**src/design/naive_bayes_count_trainer_assert.svh**
```systemverilog
// assertion macros for the count trainer
`ifndef NAIVE_BAYES_COUNT_TRAINER_ASSERT_SVH
`define NAIVE_BAYES_COUNT_TRAINER_ASSERT_SVH
`ifndef SYNTHESIS
// property checked at every clock edge outside reset
`define NBCT_ASSERT(lbl, prop, msg) \
    lbl: assert property (@(posedge clk) disable iff (!rst_n) prop) else $error(msg);
// condition that must never hold
`define NBCT_NEVER(lbl, cond, msg) \
    lbl: assert property (@(posedge clk) disable iff (!rst_n) !(cond)) else $error(msg);
`else
`define NBCT_ASSERT(lbl, prop, msg)
`define NBCT_NEVER(lbl, cond, msg)
`endif
`endif

```
**src/design/nbct_div.sv**
```systemverilog
module nbct_div #(
    parameter int COUNT_WIDTH   = 32,
    parameter int FRACTION_BITS = 16
) (
    input  logic                     clk,
    input  logic                     rst_n,
    input  logic                     start,
    input  logic [COUNT_WIDTH-1:0]   num,
    input  logic [COUNT_WIDTH-1:0]   den,
    output logic                     done,
    output logic [FRACTION_BITS:0]   quot
);

    localparam int CNT_W = $clog2(FRACTION_BITS + 1);

    logic                   run_reg;
    logic                   done_reg;
    logic [CNT_W-1:0]       cnt_reg;
    logic [COUNT_WIDTH-1:0] rem_reg;
    logic [COUNT_WIDTH-1:0] den_reg;
    logic [FRACTION_BITS:0] quot_reg;
    logic [COUNT_WIDTH:0]   rem2;
    logic                   take;

    // one quotient bit per step
    assign rem2 = {rem_reg, 1'b0};
    assign take = rem2 >= {1'b0, den_reg};

    always_ff @(posedge clk or negedge rst_n)
    begin
        if (!rst_n)
        begin
            run_reg  <= 1'b0;
            done_reg <= 1'b0;
            cnt_reg  <= '0;
        end
        else
        begin
            done_reg <= 1'b0;
            if (start)
            begin
                den_reg <= den;
                if (num >= den)
                begin
                    quot_reg <= {1'b1, {FRACTION_BITS{1'b0}}};
                    done_reg <= 1'b1;
                end
                else
                begin
                    rem_reg  <= num;
                    quot_reg <= '0;
                    cnt_reg  <= CNT_W'(FRACTION_BITS);
                    run_reg  <= 1'b1;
                end
            end
            else if (run_reg)
            begin
                if (take)
                begin
                    rem_reg  <= COUNT_WIDTH'(rem2 - {1'b0, den_reg});
                    quot_reg <= {quot_reg[FRACTION_BITS-1:0], 1'b1};
                end
                else
                begin
                    rem_reg  <= rem2[COUNT_WIDTH-1:0];
                    quot_reg <= {quot_reg[FRACTION_BITS-1:0], 1'b0};
                end
                cnt_reg <= cnt_reg - 1'b1;
                if (cnt_reg == CNT_W'(1))
                begin
                    run_reg  <= 1'b0;
                    done_reg <= 1'b1;
                end
            end
        end
    end

    assign done = done_reg;
    assign quot = quot_reg;

endmodule
```
**config.mk**
```make
export PLATFORM = sky130hd
export DESIGN_NAME = nbct_div
export DESIGN_NICKNAME = d
export VERILOG_FILES = /design/src/design/naive_bayes_count_trainer_assert.svh /design/src/design/nbct_div.sv
export SDC_FILE = /design/constraint.sdc
export NUM_CORES = 1
export LEC_CHECK = 0
export BUFFER_PORTS_ARGS = -buffer_cell sky130_fd_sc_hd__buf_2
export CORE_MARGIN = 2
export CORE_UTILIZATION = 50
export DETAILED_ROUTE_END_ITERATION = 6
export GPL_TIMING_DRIVEN = 0
export PLACE_DENSITY = 0.71
export SYNTH_ARGS = -nofsm -noshare
export SYNTH_HDL_FRONTEND = slang
export SYNTH_SLANG_ARGS = --single-unit
```
**constraint.sdc**
```tcl
create_clock -name clk -period 3.3 [get_ports clk]
set_input_delay 0.495 -clock clk [delete_from_list [all_inputs] [get_ports clk]]
set_output_delay 0.495 -clock clk [all_outputs]
set_load 0.005 [all_outputs]
```
## Yosys cells after proc, flatten, opt, wreduce, memory -nomap -nowiden

Cells that the tools add are included.

- Register bits after elaboration: 88
- Output and inout bits: 18

- Add/sub/neg operators: 2
- Order comparisons: 2
- Equal/unequal tests: 2
- Mux-type cells: 19
- Reductions and logical operators: 5

Operator list:

| operator | count |
|---|---|
| two-way mux 32 bit | 4 |
| two-way mux 17 bit | 3 |
| >= comparator 33 x 32 -> 1 bit | 1 |
| >= comparator 32 bit | 1 |
| subtractor 32 bit | 1 |
| two-way mux 5 bit | 3 |
| two-way mux 1 bit | 9 |
| AND reduction 2 bit | 3 |
| equality test 5 x 1 -> 1 bit, second input constant | 1 |
| subtractor 5 x 1 -> 5 bit, second input constant | 1 |
| AND reduction 3 bit | 1 |
| != test 2 bit, second input constant | 1 |
| nonzero test 2 bit | 1 |

## Depth between registers and ports, before layout

Gate-level depths: netlist of run 1.

- Depth in word-level cells: 4
- Gate-level depth with buffers: 14
- Depth with buffers taken out: 12

## Worst setup path before layout of run 1

Ideal clock, no wire load.

- Path kind: input-to-reg
- From: in den[25]
- To: reg rem_reg[0] (enable)
- Setup time: 0.392 ns
- Arrival: 2.646 ns
- Data required time: 2.908 ns
- Path slack: 0.262 ns
- Stages on the path: 11
- Buffers on the path: 0
- Cell sequence: inv_1 ha_1 a21o_1 a21oi_1 nor2b_1 o21ai_0 nand2b_1 a211oi_1 o21ai_0 o21ai_0 and2_1

- Cells in the longest elaborated chain, start to end: 3

RTL lines:

| what | RTL line | text |
|---|---|---|
| from (decl) | nbct_div.sv:9 | `input logic [COUNT_WIDTH-1:0] den,` |
| >= comparator 32 bit | nbct_div.sv:43 | `if (num >= den)` |
| != test 2 bit (no line) | -- |  |
| AND reduction 3 bit (no line) | -- |  |
| to (signal assigned) | nbct_div.sv:50 | `rem_reg <= num;` |
| to (signal assigned) | nbct_div.sv:60 | `rem_reg <= COUNT_WIDTH'(rem2 - {1'b0, den_reg});` |
| to (signal assigned) | nbct_div.sv:65 | `rem_reg <= rem2[COUNT_WIDTH-1:0];` |
| to (decl) | nbct_div.sv:19 | `logic [COUNT_WIDTH-1:0] rem_reg;` |

Every way passes these cells.
A chain may end at the register's enable or synchronous reset.

## Final worst setup path of run 1

- From: reg rem_reg[2]
- To: reg rem_reg[21] (data pin)

- Cells in the longest elaborated chain, start to end: 4

RTL lines:

| what | RTL line | text |
|---|---|---|
| subtractor 32 bit / >= comparator 33 x 32 -> 1 bit (equally long branches) | nbct_div.sv:60, nbct_div.sv:27 |  |
| two-way mux 32 bit * | nbct_div.sv:58 | `if (take)` |
| two-way mux 32 bit * | nbct_div.sv:56 | `else if (run_reg)` |
| two-way mux 32 bit * | nbct_div.sv:40 | `if (start)` |

Mark *: on every way between the ends. The rest lies on a longest branch, timed or not. The select of a mux whose other input is x is not followed.

==> out/results.ini, run 1 <==
[run_status]
status = finished, final reports clean

[floorplan]
die_height_um = 116
start_util_pct = 51.7
dieArea_mm2 = 0.0134
core_area_mm2 = 0.0121
ios = 85
rows = 40
die_x_um = 116

[sta]
worst_pin_slew_ps = 920
max-slew-margin-rel_pct = 38.6
rsz0062_at_grt = yes
finalSetupTns_ps = 0
post-route-min-period_ps = 3180
finClkSkew_ps = 12.0
period_share_pct = 96.5
drv_slew = 0
max_freq_mhz = 314
hold_viol_final = 0
setup_viol = 0

[grt]
antenna_found_initial = 0
grt_max_degree = 33
grt_overflow = 0
grt_util_all_layers_pct = 24.9
grt_pass1_vias = 4980
grt_pass1_wl_mm = 25.3

[synthesis]
synthDistinctLibCells = 60
synth.area.top_cells = edfxtp_1 (39%), ha_1 (13%), inv_1 (5.2%)
ys_async_sr_fraction_pct = 7.95
syn_inst = 651
syn_area_per_cell_um2 = 9.61
synth.top_cell.area_share_pct = 38.9
synth_fp_nets = 785
yosysWarnings = 0
ys_seq_area_share_pct = 41.7
syn_area_mm2 = 0.00626
yosys.area.top_type = edfxtp_1
synth_ff_type = edfxtp_1
ys_seq_elements = 88
synth-edff-count = 81

[routing]
vias = 5202
drc_errors = 0
first_pass_iters = 5
drt_iter0_markers = 372
finalWirelength_mm = 16.4
wire_per_inst_um = 17.8
ant_nets = 0
via_per_inst = 5.65

[clock_tree]
clkLatencyLatePin_ps = 360
cts_buffer_depth = 2
clk_pin_slew_ps = 70
htree_levels = 3
cts_made_buffers = 9
tritoncts = built
cts_sinks = 88
root_buffer = clkbuf_16

[setup_path]
critPathRequiredTime_ps = 3350
critPathMaxFanout = 10
worstPathArrival_ps = 3230
endpoint = rem_reg[21]
crit_type = reg2reg
critPathLaunchType = flop
r2r_start = rem_reg[2]
crit_start = rem_reg[2]
r2r_setup_slack_ps = 120
r2r-end = rem_reg[21]
rr_worst_depth = 11
end_kind = flop

[finish]
fin_nets = 881
area_growth_pct = 18.6
drive_gt1_share_pct = 19.4
num_antenna_cells = 0

[place]
io_buffer_count = 84
dp_hpwl_mm = 11.9
gp_congestion = 0.909

[job]
maxCapViolCount = 0

[power_and_ir_drop]
power_density_mw_per_mm2 = 556
power_mw = 4.13
ir_drop_mv = 0.452
p_leak_nw = 3.29

[worst_hold_path]
min_path_cells = 1
hold_path_class = in2reg

## cells in the mapped netlist, types with 5 or more instances
cell / n
nand4_1: 10
nor3b_1: 5
nand2b_1: 8
clkbuf_1: 15
o31ai_1: 8
dfrtp_1: 7
a211oi_1: 16
inv_1: 87
xnor2_1: 12
nand2_1: 47
nor2b_1: 24
xor2_1: 13
mux2_2: 7
and2_1: 5
edfxtp_1: 81
o21a_1: 5
ha_1: 66
a21oi_1: 50
nor2_1: 44
nand3_1: 16
o21ai_0: 33
a21o_1: 19
nor3_1: 7
a31oi_1: 6
## power by group
group / leakage, nW / internal, mW / switching (mW)
sequential: 0.864 / 1.40 / 0.0879
clock: 0.148 / 0.661 / 0.453
combinational: 2.27 / 0.652 / 0.867
total: 3.29 / 2.72 / 1.41
## how the worst min path moves through the flow
stage                        from     endpoint  slack (ps)
after floorplan             rst_n   cnt_reg[0]         200
after global placement      rst_n   cnt_reg[4]         340
after detailed placement    rst_n   cnt_reg[4]         350
after CTS                  den[6]   den_reg[6]         320
after global routing      den[10]  den_reg[10]         330
final                     den[10]  den_reg[10]         330
## routing by layer
metal	vias up	GRT usage [%]	share of wire, %
met3	23	4.08	6.9
met1	2460	33.5	44
met2	183	40.9	47
met5	-	0	0
li1	2536	-	-
met4	0	9.13	2.1
## critical path, stage by stage, from the launching register on
cell and delay, ps:
edfxtp_1 440, ha_4 330, nand3_2 120, o21bai_4 200
a31o_1 250, a311o_1 430, a31o_4 260, o21ba_1 190
buf_6 130, buf_4 190, a211oi_2 240, a21oi_1 100
## placed cells by master (no fill, tap or decap), types with 8 or more instances in the layout
cell type  netlist  final
ha_1            66     61
a21o_1          19     19
xnor2_1         12     12
o21ai_0         33     33
clkbuf_16        0      9
nand2b_1         8      8
clkbuf_1        15     12
a211oi_1        16     10
xor2_1          13     13
a21oi_1         50     49
inv_1           87     86
nand3_1         16     15
nand4_1         10     10
nand2_1         47     47
buf_2            1     84
edfxtp_1        81     81
nor2_1          44     43
nor2b_1         24     23
## final cells by class
cell class	count	area, µm²
buffer	17	105
sequential	88	2610
tap	168	210
timing repair buffer	89	460
fill	1029	4690
clock buffer	10	229
inverter	87	327
clock inverter	6	83.8
multi-input combinational	455	3400
## kinds of logic after synthesis
logic type | Yosys count | share of synthesized area (%)
AOI/OAI and AO/OA | 174 | 18.3
xor gates and xnor gates | 25 | 3.50
adders and majority gates | 67 | 13.5
buffers and inverters | 108 | 7.10
DFF | 88 | 41.7
muxes | 11 | 1.90
and+or+nand+nor | 178 | 14.0
## repair_timing
action	4_1_cts	5_1_grt
hold buffers	1	0
pin swaps	5	9
setup endpoints to repair	29	57
setup buffers	1	3
endpoints found under the hold margin	7	0
resized for setup	6	25
## metrics by stage
| stage | hold slack, ps | setup WS [ps] | utilization [%] | cells | instance area, µm² |
|---|---|---|---|---|---|
| finish | 328 | 115 | 61.3 | 920 | 7420 |
| global route | 327 | -10.3 | 61.3 | 920 | 7420 |
| CTS | 321 | 17.0 | 60.0 | 918 | 7260 |
| detailed placement | 345 | -227 | 56.9 | 903 | 6890 |
| global placement | 340 | -764 | 56.9 | 903 | 6890 |
| floorplan | 199 | 262 | - | 651 | 6260 |
Power figures use the tool's default switching activity.
==> run 2: changes to the inputs <==
Settings changed: PLACE_DENSITY 0.71 to 0.68.
==> run 2 against run 1 <==
Effect of this change: clock skew down 4.3 ps; largest cell class unchanged; via count grew 0.60%; register-to-register slack hardly changed; critical endpoint is now rem_reg[30]; worst hold slack better by 0.91 ps.
==> out/results.ini, run 2 (synthesis gave the netlist of run 1 again) <==
[run_status]
status = finished, final reports clean

[setup_path]
r2r-end = rem_reg[30]
r2r_setup_slack_ps = 100
cp_top_family = compound AO/OA/AOI/OAI gates
crit_start = rem_reg[14]
crit_path_frequent_cell = a2111oi_4
critPathRequiredTime_ps = 3400
slowest_stage = edfxtp_1
endpoint = rem_reg[30]
critPathMaxStageDelay_ps = 460
critPathMaxFanout = 5
worstPathArrival_ps = 3290
rr_worst_depth = 11
r2r_start = rem_reg[14]
crit_type = reg2reg
end_kind = flop
critPathBufInv = 1
critPathLaunchType = flop
path_cells = ha_4 > a21oi_1 > o21ai_1 > or2_2 > o22a_1 > a2111oi_4 > buf_4 > nor2_4 > a2111oi_4 > o21ai_0 > nor3b_1
path_depth = 11

[sta]
hold_viol_final = 0
drv_slew = 0
setup_viol = 0
post-route-min-period_ps = 3200
max_freq_mhz = 313
worst_pin_slew_ps = 932
period_share_pct = 96.9
max-slew-margin-rel_pct = 37.9
worst_hold_slack_ps = 329
finClkSkew_ps = 7.69

[clock_tree]
clk_pin_slew_ps = 70
clkLatencyLatePin_ps = 350
tritoncts = built
cts_buffer_depth = 2
htree_levels = 3
cts_sinks = 88
root_buffer = clkbuf_16
cts_made_buffers = 9

[place]
dp_hpwl_mm = 11.9
io_buffer_count = 84
numPlacedInstances = 903
gp_congestion = 0.953

[routing]
drc_errors = 0
via_per_inst = 5.72
ant_nets = 0
first_pass_iters = 5
wire_per_inst_um = 17.7
drt_iter0_markers = 307
finalWirelength_mm = 16.2
vias = 5233

[grt]
grt_pass1_wl_mm = 25.7
grt_max_degree = 33
grt_util_all_layers_pct = 25.4
grt_overflow = 0
antenna_found_initial = 0
grt_pass1_vias = 5295

[floorplan]
rows = 40
ios = 85
dieArea_mm2 = 0.0134
core_area_mm2 = 0.0121
die_height_um = 116
die_x_um = 116
start_util_pct = 51.7

[job]
maxCapViolCount = 0

[power_and_ir_drop]
ir_drop_mv = 0.385
power_density_mw_per_mm2 = 548
p_leak_nw = 3.25
power_mw = 4.04

[finish]
stdcell_count = 915
final_cell_mix = inv_1 (87), buf_2 (85), edfxtp_1 (81)
multi_input_comb_area_mm2 = 0.00340
fin_nets = 876
drive_gt1_share_pct = 19.9
nFillCells = 1087
seqCellArea_mm2 = 0.00261
area_growth_pct = 17.9
num_antenna_cells = 0
final_common_cell = inv_1

[worst_hold_path]
hold_path_class = in2reg

## run 2: cell count changes in the layout (fill, tap and decap cells not counted), moves of 2 or more
cell,delta
ha_1,-8
inv_6,+2
nor2_4,+2
ha_2,+8
a211oi_1,+2
clkbuf_1,-2
buf_4,-4
clkinv_1,-2
a211oi_2,-2
## run 2: timing repair
action | 4_1_cts | 5_1_grt
hold endpoints to repair | 7 | 0
resized for setup | 13 | 21
hold buffers | 1 | 0
pin swaps | 4 | 5
setup endpoints to repair | 28 | 63
buffers inserted | 0 | 1
## run 2: stage by stage
stage               util [%]  area [µm²]  setup slack [ps]  TNS, ps
CTS                     60.1        7280              2.03        0
global route            60.9        7370             -3.04    -3.04
floorplan                  -        6260               262        0
detailed placement      56.9        6890              -185    -7370
global placement        56.9        6890              -753   -24530
finish                  60.9        7370               102        0
## run 2: per-layer routing
layer | track usage [%] | vias up | routed length [µm]
met3 | 4.71 | 44 | 1000
li1 | - | 2526 | -
met2 | 40.5 | 189 | 7420
met1 | 33.5 | 2474 | 7230
met4 | 12.1 | 0 | 561
met5 | 0 | - | 0
## run 2: where the power goes
group	switching (mW)	leakage (nW)	internal, mW
Clock	0.456	0.139	0.591
Sequential	0.0905	0.864	1.41
Combinational	0.855	2.25	0.644
Total	1.40	3.25	2.64
## run 2: worst min path at each step
| stage | depth (start not counted) | end | slack (ps) | from |
|---|---|---|---|---|
| 4_1_cts | 1 | den_reg[7] | 320 | den[7] |
| 3_5_place_dp | 1 | cnt_reg[4] | 350 | rst_n |
| 5_1_grt | 1 | den_reg[20] | 320 | den[20] |
| 6_report | 1 | den_reg[11] | 330 | den[11] |
| 3_3_place_gp | 1 | cnt_reg[4] | 340 | rst_n |
| 2_1_floorplan | 0 | cnt_reg[0] | 200 | rst_n |
## run 2: area by class of cell
class / instances / share of cell area [%]
multi-input cells: 455 / 46.1
plain buffers: 15 / 1.29
well taps: 168 / 2.85
repair buffers: 86 / 5.94
flip-flops and latches: 88 / 35.4
clock buffers: 10 / 3.11
inverters: 87 / 4.43
clock inverters: 6 / 0.916
==> run 3: changes to the inputs <==
Settings changed: CTS_BUF_LIST set to sky130_fd_sc_hd__clkbuf_2 sky130_fd_sc_hd__clkbuf_4 sky130_fd_sc_hd__clkbuf_8.
==> run 3 against run 2 <==
Effect of this change: via count is 1.1% lower; sequential share of layout area up 0.32 points; cell area decreased by 0.90%; flip-flop and latch count unchanged; global-route usage shrank 0.21 points; clock skew is 8.5 ps higher; cell count stayed put; clock-buffer cell count unchanged; sequential power is essentially flat.
==> out/results.ini, run 3 (synthesis gave the netlist of run 1 again) <==
[run_status]
status = finished, final reports clean

[power_and_ir_drop]
switching_share_pct = 36.3
ir_drop_mv = 0.342
power.share.clock_pct = 20.9
pwr-share-comb_pct = 39.7
p_sw_mw = 1.38
seq_power_share_pct = 39.4
p_leak_nw = 3.22
internal-power_mw = 2.42
power_density_mw_per_mm2 = 520

[floorplan]
start_util_pct = 51.7
die_height_um = 116
dieArea_mm2 = 0.0134
core_area_mm2 = 0.0121
ios = 85
rows = 40
die_x_um = 116

[sta]
drv_slew = 0
rsz0062_at_grt = no
finClkSkew_ps = 16.2
hold_viol_final = 0
post-route-min-period_ps = 3210
max_freq_mhz = 311
setup_viol = 0
period_share_pct = 97.3
max-slew-margin-rel_pct = 37.5
worst_pin_slew_ps = 937
finalSetupTns_ps = 0

[place]
post_dp_cell_area_mm2 = 0.00689
io_buffer_count = 84
dp_hpwl_mm = 11.9
gp_congestion = 0.953
numPlacedInstances = 903

[grt]
gr-usage-met1_pct = 33.2
grt_overflow = 0
met2_usage_pct = 40.0
grt_pass1_vias = 5292
grt_util_all_layers_pct = 25.2
grt_pass1_wl_mm = 25.6
top_usage_layer = met2
use_met3_pct = 4.97
antenna_found_initial = 0
grt_max_degree = 33

[clock_tree]
tritoncts = built
cts_sinks = 88
cts_buffer_depth = 2
cts_made_buffers = 9
root_buffer = clkbuf_8
clkLatencyLatePin_ps = 390
clk_pin_slew_ps = 100
htree_levels = 3

[finish]
fin_nets = 876
stdcell_count = 915
final_common_cell = inv_1
area_growth_pct = 16.8
fin_area_mm2 = 0.00731
final_cell_mix = inv_1 (87), buf_2 (85), edfxtp_1 (81)
drive_gt1_share_pct = 19.8
num_antenna_cells = 0

[setup_path]
slowest_stage = edfxtp_1
path_cells = ha_4 > nand3_2 > o21bai_4 > a31o_1 > a311o_1 > a31o_2 > o21ba_1 > buf_6 > buf_8 > nand2_1 > o21ai_0 > mux2_2
critPathLaunchType = flop
critPathMaxFanout = 10
crit_type = reg2reg
end_kind = flop
worstPathArrival_ps = 3360
r2r_setup_slack_ps = 90
critPathMaxStageDelay_ps = 450
critPathRequiredTime_ps = 3450

[job]
maxCapViolCount = 0

[routing]
drc_errors = 0
via_per_inst = 5.66
first_pass_iters = 5
drt_iter0_markers = 308
ant_nets = 0
vias = 5175
finalWirelength_mm = 16.1
wire_per_inst_um = 17.6

[worst_hold_path]
hold_path_class = in2reg

==> run 3: cell counts in the layout (fill, tap and decap cells not counted) <==
Identical to the previous run, type by type.
==> run 3: cell type report <==
class                   count  area [µm²]
plain buffers              15        95.1
clock buffers              10         131
clock inverters             6        67.6
fillers                  1099        4800
inverters                  87         327
multi-input cells         455        3430
flip-flops and latches     88        2610
well taps                 168         210
repair buffers             86         438
==> run 3: per-stage QoR <==
stage                     hold WS, ps  power (mW)  setup slack (ps)  utilization [%]
after floorplan                   199        2.52               262                -
after global placement            341        2.86              -753             56.9
after detailed placement          350        2.89              -185             56.9
after CTS                         282        3.72              35.1             59.2
after global routing              286        4.04              1.37             60.3
final                             291        3.80              87.5             60.3
==> run 3: what timing repair did <==
item / 4_1_cts / 5_1_grt
buffers inserted: 0 / 1
hold endpoints to repair: 7 / 0
hold buffers: 1 / 0
pin swaps: 5 / 3
setup endpoints to repair: 30 / 30
resized for setup: 12 / 22
==> run 3: critical path, delay by kind of cell (launching register included) <==
family / cells / cell delay, ps
muxes: 1 / 290
adders and majority gates: 1 / 330
and+or+nand+nor: 2 / 180
buffers and inverters: 2 / 270
DFF: 1 / 450
AOI/OAI and AO/OA: 6 / 1450
==> run 3: layer usage <==
metal	up-vias	share of wire [%]	wire, µm
met5	-	0	0
met4	0	3.1	495
met3	39	6.4	1030
met2	174	46	7380
met1	2444	45	7220
li1	2518	-	-
==> run 3: final timing paths <==
check                      startpoint          end  depth (start not counted)
hold reg to reg               run_reg      run_reg                          1
setup reg to reg           rem_reg[2]  rem_reg[13]                         12
hold / removal                den[11]  den_reg[11]                          1
setup / recovery           rem_reg[2]  rem_reg[13]                         12
min in group asynchronous       rst_n      run_reg                          2
max in group asynchronous       rst_n   cnt_reg[2]                          2
==> run 3: power groups by stage <==
stage | Sequential [mW] | Combinational (mW) | Clock, mW
6_report | 1.50 | 1.51 | 0.795
5_1_grt | 1.52 | 1.68 | 0.842
4_1_cts | 1.49 | 1.43 | 0.800
3_5_place_dp | 1.51 | 1.39 | 0
3_3_place_gp | 1.51 | 1.35 | 0
2_1_floorplan | 1.49 | 1.03 | 0
